## src/fds_pkg.sv

```systemverilog
// fds_pkg: shared types and widths for the face depth order sorter
// no dependencies; used by the channel interfaces, fds_pick and the top level

package fds_pkg;

   localparam int IndexW = 6;
   localparam int DepthW = 32;

   typedef logic signed [DepthW-1:0] depth_type;
   typedef logic [IndexW-1:0]        index_type;

   // one read beat of the depth memory, handed to the pick unit
   typedef struct packed {
      logic      start;
      logic      vld;
      logic      drawn;
      index_type idx;
      depth_type far;
   } scan_type;

   // running result of one selection pass
   typedef struct packed {
      logic      found;
      index_type pick;
      logic      fb_found;
      index_type fb_idx;
   } pick_type;

endpackage

```

## src/fds_req_if.sv

```systemverilog
// fds_req_if: face load channel (valid/ready with depth payload)
// depends on fds_pkg

interface fds_req_if
   import fds_pkg::*;
();
   logic      valid;
   logic      ready;
   depth_type near_depth;
   depth_type far_depth;
   logic      final_face;

   modport source (output valid, near_depth, far_depth, final_face, input ready);
   modport sink   (input valid, near_depth, far_depth, final_face, output ready);
endinterface

```

## src/fds_rsp_if.sv

```systemverilog
// fds_rsp_if: drawing order result channel (valid/ready with index payload)
// depends on fds_pkg

interface fds_rsp_if
   import fds_pkg::*;
();
   logic      valid;
   logic      ready;
   index_type face_index;
   logic      none_eligible;
   logic      last_of_order;

   modport source (output valid, face_index, none_eligible, last_of_order, input ready);
   modport sink   (input valid, face_index, none_eligible, last_of_order, output ready);
endinterface

```

## src/fds_pick.sv

```systemverilog
// fds_pick: compare stage of one selection pass over the depth memory
// depends on fds_pkg; fed one registered memory beat per cycle by the top level

module fds_pick
   import fds_pkg::*;
(
   input  logic      clock,
   input  logic      reset,
   input  scan_type  scan,
   input  depth_type gmin,
   output pick_type  pick
);

   logic      found_ff;
   logic      fb_found_ff;
   index_type pick_ff;
   index_type fb_idx_ff;
   depth_type best_ff;

   // control flags of the running pass
   always_ff @(posedge clock) begin
      if (reset) begin
         found_ff    <= 1'b0;
         fb_found_ff <= 1'b0;
      end else if (scan.start) begin
         found_ff    <= 1'b0;
         fb_found_ff <= 1'b0;
      end else if (scan.vld && !scan.drawn) begin
         if (scan.far >= best_ff) begin
            found_ff <= 1'b1;
         end
         fb_found_ff <= 1'b1;
      end
   end

   // best depth so far, ties go to the later index; first undrawn as fallback
   always_ff @(posedge clock) begin
      if (scan.start) begin
         best_ff <= gmin;
      end else if (scan.vld && !scan.drawn) begin
         if (scan.far >= best_ff) begin
            best_ff <= scan.far;
            pick_ff <= scan.idx;
         end
         if (!fb_found_ff) begin
            fb_idx_ff <= scan.idx;
         end
      end
   end

   assign pick.found    = found_ff;
   assign pick.pick     = pick_ff;
   assign pick.fb_found = fb_found_ff;
   assign pick.fb_idx   = fb_idx_ff;

endmodule

```

## src/face_depth_order_sorter.sv

```systemverilog
// face_depth_order_sorter: painter's order sorter; faces load while idle and,
// after the final face, every index costs one pass (a read of each loaded
// face from the depth memory, a compare drain, then the issue).
// A load is taken again once the last index sits in the output register.
// Reset clears the control state, face count and drawn marks; the depth
// memory and near minimum are not cleared and only ever read once written.

module face_depth_order_sorter
   import fds_pkg::*;
#(
   parameter int MAX_FACES = 64
) (
   input  logic         clock,
   input  logic         reset,
   fds_req_if.sink      req_chan,
   fds_rsp_if.source    rsp_chan
);

   localparam int AddrW = (MAX_FACES > 1) ? $clog2(MAX_FACES) : 1;
   localparam int CntW  = $clog2(MAX_FACES + 1);

   typedef enum logic [1:0] {ST_IDLE, ST_SCAN, ST_DRAIN, ST_DONE} state_type;

   state_type            state_ff, state_in;
   logic [CntW-1:0]      count_ff, count_in;
   logic [CntW-1:0]      addr_ff, addr_in;
   logic [CntW-1:0]      emit_ff, emit_in;
   depth_type            gmin_ff, gmin_in;
   logic [MAX_FACES-1:0] marks_ff, marks_in;
   logic                 rd_vld_ff, rd_vld_in;
   index_type            rd_idx_ff, rd_idx_in;
   logic                 mark_rd_ff, mark_rd_in;
   logic                 rsp_valid_ff, rsp_valid_in;
   index_type            rsp_idx_ff, rsp_idx_in;
   logic                 rsp_none_ff, rsp_none_in;
   logic                 rsp_last_ff, rsp_last_in;

   depth_type            mem [MAX_FACES];
   depth_type            mem_rd_ff;

   logic                 load_fire;
   logic                 load_we;
   logic                 rd_en;
   logic                 slot_free;
   logic                 start;
   logic                 is_last;
   index_type            sel_idx;
   scan_type             scan;
   pick_type             pick;

   assign req_chan.ready = (state_ff == ST_IDLE);
   assign load_fire      = req_chan.valid && req_chan.ready;
   assign load_we        = load_fire && (count_ff < CntW'(MAX_FACES));
   assign rd_en          = (state_ff == ST_SCAN);
   assign slot_free      = !rsp_valid_ff || rsp_chan.ready;
   assign is_last        = (emit_ff == (count_ff - CntW'(1)));
   assign sel_idx        = pick.found ? pick.pick : pick.fb_idx;

   // depth memory: one write port for loads, one registered read port for scans
   always_ff @(posedge clock) begin
      if (load_we) begin
         mem[count_ff[AddrW-1:0]] <= req_chan.far_depth;
      end
      if (rd_en) begin
         mem_rd_ff <= mem[addr_ff[AddrW-1:0]];
      end
   end

   // beat into the pick unit
   assign scan.start = start;
   assign scan.vld   = rd_vld_ff;
   assign scan.drawn = mark_rd_ff;
   assign scan.idx   = rd_idx_ff;
   assign scan.far   = mem_rd_ff;

   // threshold taken with the start beat, so it covers the face loaded alongside it
   fds_pick u_pick (
      .clock (clock),
      .reset (reset),
      .scan  (scan),
      .gmin  (gmin_in),
      .pick  (pick)
   );

   // next state and registered outputs
   always_comb begin
      state_in     = state_ff;
      count_in     = count_ff;
      addr_in      = addr_ff;
      emit_in      = emit_ff;
      gmin_in      = gmin_ff;
      marks_in     = marks_ff;
      rd_vld_in    = rd_en;
      rd_idx_in    = IndexW'(addr_ff);
      mark_rd_in   = marks_ff[addr_ff[AddrW-1:0]];
      rsp_valid_in = rsp_valid_ff && !rsp_chan.ready;
      rsp_idx_in   = rsp_idx_ff;
      rsp_none_in  = rsp_none_ff;
      rsp_last_in  = rsp_last_ff;
      start        = 1'b0;

      // face load
      if (load_we) begin
         count_in = count_ff + CntW'(1);
         if ((count_ff == '0) || (req_chan.near_depth < gmin_ff)) begin
            gmin_in = req_chan.near_depth;
         end
      end

      case (state_ff)
         ST_IDLE: begin
            if (load_fire && req_chan.final_face) begin
               state_in = ST_SCAN;
               addr_in  = '0;
               emit_in  = '0;
               start    = 1'b1;
            end
         end
         ST_SCAN: begin
            addr_in = addr_ff + CntW'(1);
            if (addr_ff == (count_ff - CntW'(1))) begin
               state_in = ST_DRAIN;
            end
         end
         ST_DRAIN: begin
            state_in = ST_DONE;
         end
         ST_DONE: begin
            if (slot_free) begin
               rsp_valid_in = 1'b1;
               rsp_idx_in   = sel_idx;
               rsp_none_in  = !pick.found;
               rsp_last_in  = is_last;
               if (is_last) begin
                  state_in = ST_IDLE;
                  count_in = '0;
                  marks_in = '0;
               end else begin
                  marks_in[sel_idx[AddrW-1:0]] = 1'b1;
                  state_in = ST_SCAN;
                  addr_in  = '0;
                  emit_in  = emit_ff + CntW'(1);
                  start    = 1'b1;
               end
            end
         end
         default: begin
            state_in = ST_IDLE;
         end
      endcase
   end

   // state, counters and output beat
   always_ff @(posedge clock) begin
      if (reset) begin
         state_ff     <= ST_IDLE;
         count_ff     <= '0;
         addr_ff      <= '0;
         emit_ff      <= '0;
         marks_ff     <= '0;
         rd_vld_ff    <= 1'b0;
         rsp_valid_ff <= 1'b0;
      end else begin
         state_ff     <= state_in;
         count_ff     <= count_in;
         addr_ff      <= addr_in;
         emit_ff      <= emit_in;
         marks_ff     <= marks_in;
         rd_vld_ff    <= rd_vld_in;
         rsp_valid_ff <= rsp_valid_in;
      end
      gmin_ff     <= gmin_in;
      rd_idx_ff   <= rd_idx_in;
      mark_rd_ff  <= mark_rd_in;
      rsp_idx_ff  <= rsp_idx_in;
      rsp_none_ff <= rsp_none_in;
      rsp_last_ff <= rsp_last_in;
   end

   assign rsp_chan.valid         = rsp_valid_ff;
   assign rsp_chan.face_index    = rsp_idx_ff;
   assign rsp_chan.none_eligible = rsp_none_ff;
   assign rsp_chan.last_of_order = rsp_last_ff;

`ifndef SYNTHESIS
   // a finished pass always has some undrawn face to give
   a_pass_has_pick: assert property (@(posedge clock) disable iff (reset)
      (state_ff == ST_DONE) |-> (pick.found || pick.fb_found))
      else $error("selection pass ended with no undrawn face");

   // no face is issued twice in one order
   a_pick_undrawn: assert property (@(posedge clock) disable iff (reset)
      (state_ff == ST_DONE && slot_free) |-> !marks_ff[sel_idx[AddrW-1:0]])
      else $error("face issued twice");

   // the face count never passes capacity
   a_count_cap: assert property (@(posedge clock) disable iff (reset)
      count_ff <= CntW'(MAX_FACES))
      else $error("face count beyond capacity");

   // while sorting, the issue count stays below the loaded count
   a_emit_range: assert property (@(posedge clock) disable iff (reset)
      (state_ff != ST_IDLE) |-> (emit_ff < count_ff))
      else $error("issue count out of range");
`endif

endmodule
```

## src/flat_wrapper.sv

```systemverilog
// flat-port wrapper written by rule: the top's interface ports become plain ports
module face_depth_order_sorter_flat import fds_pkg::*;
#(
   parameter int MAX_FACES = 64
)
  (clock, reset, req_chan_valid, req_chan_near_depth, req_chan_far_depth, req_chan_final_face, req_chan_ready, rsp_chan_valid, rsp_chan_face_index, rsp_chan_none_eligible, rsp_chan_last_of_order, rsp_chan_ready);
  fds_req_if req_chan_i ();
  fds_rsp_if rsp_chan_i ();
  input  logic clock;
  input  logic reset;
  input wire logic [$bits(req_chan_i.valid)-1:0] req_chan_valid;
  input wire logic [$bits(req_chan_i.near_depth)-1:0] req_chan_near_depth;
  input wire logic [$bits(req_chan_i.far_depth)-1:0] req_chan_far_depth;
  input wire logic [$bits(req_chan_i.final_face)-1:0] req_chan_final_face;
  output wire logic [$bits(req_chan_i.ready)-1:0] req_chan_ready;
  output wire logic [$bits(rsp_chan_i.valid)-1:0] rsp_chan_valid;
  output wire logic [$bits(rsp_chan_i.face_index)-1:0] rsp_chan_face_index;
  output wire logic [$bits(rsp_chan_i.none_eligible)-1:0] rsp_chan_none_eligible;
  output wire logic [$bits(rsp_chan_i.last_of_order)-1:0] rsp_chan_last_of_order;
  input wire logic [$bits(rsp_chan_i.ready)-1:0] rsp_chan_ready;
  assign req_chan_i.valid = req_chan_valid;
  assign req_chan_i.near_depth = req_chan_near_depth;
  assign req_chan_i.far_depth = req_chan_far_depth;
  assign req_chan_i.final_face = req_chan_final_face;
  assign req_chan_ready = req_chan_i.ready;
  assign rsp_chan_valid = rsp_chan_i.valid;
  assign rsp_chan_face_index = rsp_chan_i.face_index;
  assign rsp_chan_none_eligible = rsp_chan_i.none_eligible;
  assign rsp_chan_last_of_order = rsp_chan_i.last_of_order;
  assign rsp_chan_i.ready = rsp_chan_ready;
  face_depth_order_sorter #(.MAX_FACES(MAX_FACES)) u_core (.clock(clock), .reset(reset), .req_chan(req_chan_i), .rsp_chan(rsp_chan_i));
endmodule
```

## config.mk

```make
export PLATFORM = sky130hd
export DESIGN_NAME = face_depth_order_sorter_flat
export DESIGN_NICKNAME = d
export VERILOG_FILES = /design/src/fds_pkg.sv /design/src/fds_req_if.sv /design/src/fds_rsp_if.sv /design/src/fds_pick.sv /design/src/face_depth_order_sorter.sv /design/src/flat_wrapper.sv
export SDC_FILE = /design/constraint.sdc
export NUM_CORES = 2
export LEC_CHECK = 0
export BUFFER_PORTS_ARGS = -buffer_cell sky130_fd_sc_hd__buf_4
export CAP_MARGIN = 20
export CORE_ASPECT_RATIO = 2
export CORE_UTILIZATION = 60
export CTS_CLUSTER_DIAMETER = 120
export CTS_CLUSTER_SIZE = 40
export DETAILED_ROUTE_END_ITERATION = 8
export PLACE_DENSITY = 0.77
export SKIP_CTS_REPAIR_TIMING = 1
export SLEW_MARGIN = 20
export SYNTH_ARGS = -nofsm -noshare
export SYNTH_HDL_FRONTEND = slang
export SYNTH_SLANG_ARGS = --single-unit
```

## constraint.sdc

```tcl
create_clock -name clock -period 4.6 [get_ports clock]
set_clock_uncertainty 0.1 [all_clocks]
set_input_delay 0.69 -clock clock [delete_from_list [all_inputs] [get_ports clock]]
set_output_delay 0.69 -clock clock [all_outputs]
set_load 0.01 [all_outputs]
```

==> out/metrics.sh <==
YOSYSSEQAREASHARE_PCT=76.0
DETAIL_ROUTE.VIAS_PER_CELL=6.76
FINAL_CORE_UTILIZATION_PCT=64.8
GP_ROUTABILITY_CONGESTION=0.869
POST_SYNTH.CELL_AREA_AVG_SQ_UM=22.8
WORST_R2R_ENDPOINT='u_core.u_pick.best_ff[24]$_DFFE_PP_'
POSTSYNTHCELLCOUNT=3843
CRITICAL_PATH.STARTPOINT_TYPE='register'
CRITICAL_PATH.MAX_FANOUT=32
FP.DIEW_UM=272
DIE_AREA_SQ_UM=148000
OUTCOME='finished clean'
FIRST_GLOBAL_VIAS=41200
TIGHTESTPINTRANSITION_NS=1.10
DESIGN.FINAL.NETS=4097
POST-SYNTH-TOP-COUNT-CELL='sky130_fd_sc_hd__edfxtp_1'
SYNTH_AREA_LEADER_CELL='sky130_fd_sc_hd__edfxtp_1'
DRT_WL_TOTAL_MM=196
SYN_TO_FINAL_GROWTH_PCT=7.21
TIMING_MAX_TRANSITION_VIOLATIONS_FINAL=0
DETAILEDROUTE.FIRSTITERATIONVIOLATIONS=4269
SYNTH.YOSYS.WARNINGS=0
WORST_PATH_LARGEST_CELL_DELAY_NS=0.74
SLEW_HEADROOM_PCT=26.5
FLOORPLAN.ROWS=198
TMIN_FINAL_NS=3.79
WL_PER_CELL_UM=33.2
IO_BUFFER_COUNT=78
FINAL_HOLD_VIOL_COUNT=0
MAPPEDNETLISTAREA_SQ_UM=87700
P_PER_AREA_nW_PER_UM2=404
SYNTH_TOP_AREA_SHARE_PCT=73.0
REPORT.POWER.TOTAL_mW=38.0
POSTLAYOUTSETUPSLACKWORST_NS=0.813
LAYOUT.AREA.SEQ_SQ_UM=66600
CLK_ROOT_BUFFER_CELL='sky130_fd_sc_hd__clkbuf_16'
CTS_BUFFER_DEPTH=3
DRTPASS1ITERATIONS=7
CRIT_REQUIRED_NS=4.86
GRT_SETUP_UNREPAIRED='false'
CTS_INSERTED_BUFFERS=66
FLIP_FLOP_AND_LATCH_COUNT_AFTER_SYNTHESIS=2262
CTS_TREE='done'
DIE_Y_UM=543
MULTI_INPUT_AREA_SQ_UM=20500
PLACEMENT.SETUP.WORST_SLACK_NS=0.653
SETUP_VIOL_COUNT_FINAL=0
GLOBALROUTE.TOTALOVERFLOW=0
TOP_LEVEL_PORTS=79
CTS.CLK_SLEW.WORST_PATHS_NS=0.14
CORE_AREA_SQ_UM=145000
CRIT_TYPE='reg2reg'
MAXCAPVIOLATIONS=0
GRT_TOTAL_USAGE_PCT=26.9
LEAK_PWR_nW=28.3
R2R_CELLS=8
TNS_NS=0
PIN_COUNT_OF_THE_BIGGEST_NET_ENTERING_GLOBAL_ROUTING=82
WORST_SKEW_PAIR.LATE_LATENCY_NS=0.72
MOST_USED_FLIP_FLOP_CELL_AFTER_SYNTHESIS='sky130_fd_sc_hd__edfxtp_1'
CP-END-KIND='register'
INITIAL_CORE_UTIL_PCT=60.4
LAYOUT.FILLER_CELLS=9139
HOLD_PATH.CLASS='in2reg'
SYN-NUM-NETS=3984
HOLDCRITSTARTPOINT='req_chan_near_depth[25]'
GLOBAL_ROUTE_WIRE_LENGTH_BEFORE_REPAIR_MM=282
SYNTH_TOP_CELLS_BY_AREA='sky130_fd_sc_hd__edfxtp_1 73%, sky130_fd_sc_hd__mux4_2 18%, sky130_fd_sc_hd__dfxtp_1 3.0%, sky130_fd_sc_hd__ha_1 1.0%, sky130_fd_sc_hd__mux2_4 1.0%'
DRIVE_GT1_SHARE_PCT=28.8
CTS_NUM_SINKS=2262
ROUTE.DETAILED.DRC=0
FIN_CRIT_SH_PCT=82.3
FINAL_ANTENNA_NET_COUNT=0
PATH_CELLS='ha_1, nand4_1, nor3_1, nand4_1, a2111oi_0, a2111oi_0, nor3_1, or2_2'
CLOCK.FMAX_GHz=0.264
WORST_HOLD_DEPTH=2
CRITICAL-PATH-SLOWEST-CELL='sky130_fd_sc_hd__or2_2'
DP_HPWL_MM=121
CRIT_PATH_START='u_core.mem_rd_ff[31]$_DFFE_PP_'
YOSYS.CELL_TYPES.COUNT=51
SYNTH_TOP_CELLS_BY_COUNT='2132 x sky130_fd_sc_hd__edfxtp_1, 693 x sky130_fd_sc_hd__mux4_2, 177 x sky130_fd_sc_hd__nor2_1, 130 x sky130_fd_sc_hd__dfxtp_1, 125 x sky130_fd_sc_hd__clkbuf_1'
CRIT_PATH_ARRIVAL_TIME_NS=4.05
FF2FF_SETUP_SLACK_NS=0.81
CP-ENDPOINT='u_core.u_pick.best_ff[24]$_DFFE_PP_'
ROUTE.VIAS.TOTAL=39900
CRITICAL_PATH.REG2REG.STARTPOINT='u_core.mem_rd_ff[31]$_DFFE_PP_'
ANTENNA_VIOLATIONS_BEFORE_REPAIR=12
PEAKVDDDROP_uV=459
CLOCK_TREE.HTREE_LEVEL_COUNT=3
SYNTH-EDFF-COUNT=2132
YS_ASYNC_SR_FRACTION_PCT=0
==> layout make-up <==
class | instances | area share [%]
flip-flops and latches | 2262 | 70.9
multi-input cells | 1312 | 21.8
well taps | 1900 | 2.53
repair buffers | 233 | 2.44
clock buffers | 95 | 1.89
inverters | 81 | 0.323
clock inverters | 7 | 0.0931
diodes | 6 | 0.0160
==> registers in the layout (all words and copies together) (netlist names), 7 cells and up <==
register,count
u_core.mem_rd_ff,32
u_core.addr_ff,7
u_core.count_ff,7
u_core.mem,2048
u_core.gmin_ff,32
u_core.u_pick.best_ff,32
u_core.marks_ff,64
u_core.emit_ff,7
==> cells in the final DEF, fill, tap and decap left out, drive strengths merged, types with 7 or more instances in the layout <==
master | netlist | final
inv | 81 | 86
edfxtp | 2132 | 2132
mux2i | 7 | 7
nor2 | 177 | 177
nand2 | 34 | 34
xor2 | 8 | 8
clkbuf | 125 | 95
nand4 | 16 | 16
mux4 | 693 | 693
xnor2 | 19 | 19
ha | 72 | 72
nand3 | 15 | 15
buf | 63 | 233
a21oi | 88 | 88
o21ai | 16 | 16
dfxtp | 130 | 130
a21o | 12 | 12
mux2 | 66 | 66
nor3 | 22 | 22
==> per-stage QoR <==
step / instance area [sq um] / std cells / hold slack (ns)
3_5_place_dp: 92100 / 5788 / 0.317
5_1_grt: 94000 / 5893 / 0.0844
6_report: 94000 / 5896 / 0.108
2_1_floorplan: 87700 / 3843 / 0.229
3_3_place_gp: 92100 / 5785 / 0.306
4_1_cts: 94000 / 5890 / 0.0666
==> logic make-up (layout without fill, tap and decap cells) <==
family | after synthesis | after routing | share of synthesized area [%]
AOI/OAI and AO/OA | 143 | 143 | 0.959
xor gates and xnor gates | 31 | 31 | 0.372
adders and majority gates | 72 | 72 | 1.03
buffers and inverters | 269 | 416 | 1.19
DFF | 2262 | 2262 | 76.0
muxes | 766 | 766 | 19.0
other | 0 | 6 | 0
and+or+nand+nor | 300 | 300 | 1.51
==> routing by layer <==
metal	vias to the layer above	GRT usage [%]	routed length (um)
li1	16200	-	-
met1	21300	33.4	68300
met2	1954	48.9	107000
met3	368	2.99	13500
met4	8	9.77	7290
met5	-	0	61
==> worst max-delay path, delay by kind of cell, from the launching register on <==
kind	cells	cell delay, ns
simple gates	5	1.78
compound gates	2	0.78
flops	1	0.42
fa+ha+maj	1	0.34
==> worst min-delay path by stage <==
| stage | end | slack (ns) |
|---|---|---|
| finish | u_core.gmin_ff[25]$_DFF_P_ | 0.11 |
| global route | u_core.gmin_ff[0]$_DFF_P_ | 0.08 |
| CTS | u_core.gmin_ff[25]$_DFF_P_ | 0.07 |
| detailed placement | u_core.u_pick.fb_idx_ff[3]$_DFFE_PP_ | 0.32 |
| global placement | u_core.u_pick.fb_idx_ff[1]$_DFFE_PP_ | 0.31 |
| floorplan | u_core.rd_idx_ff[2]$_DFF_P_ | 0.23 |
==> power breakdown <==
part	switching, mW	total [mW]	leakage, nW	internal (mW)
registers	0.293	23.5	20.3	23.2
clock network	5.53	8.34	0.900	2.81
logic	3.17	6.13	7.09	2.96
No activity file was read; power rests on OpenSTA's default activity.
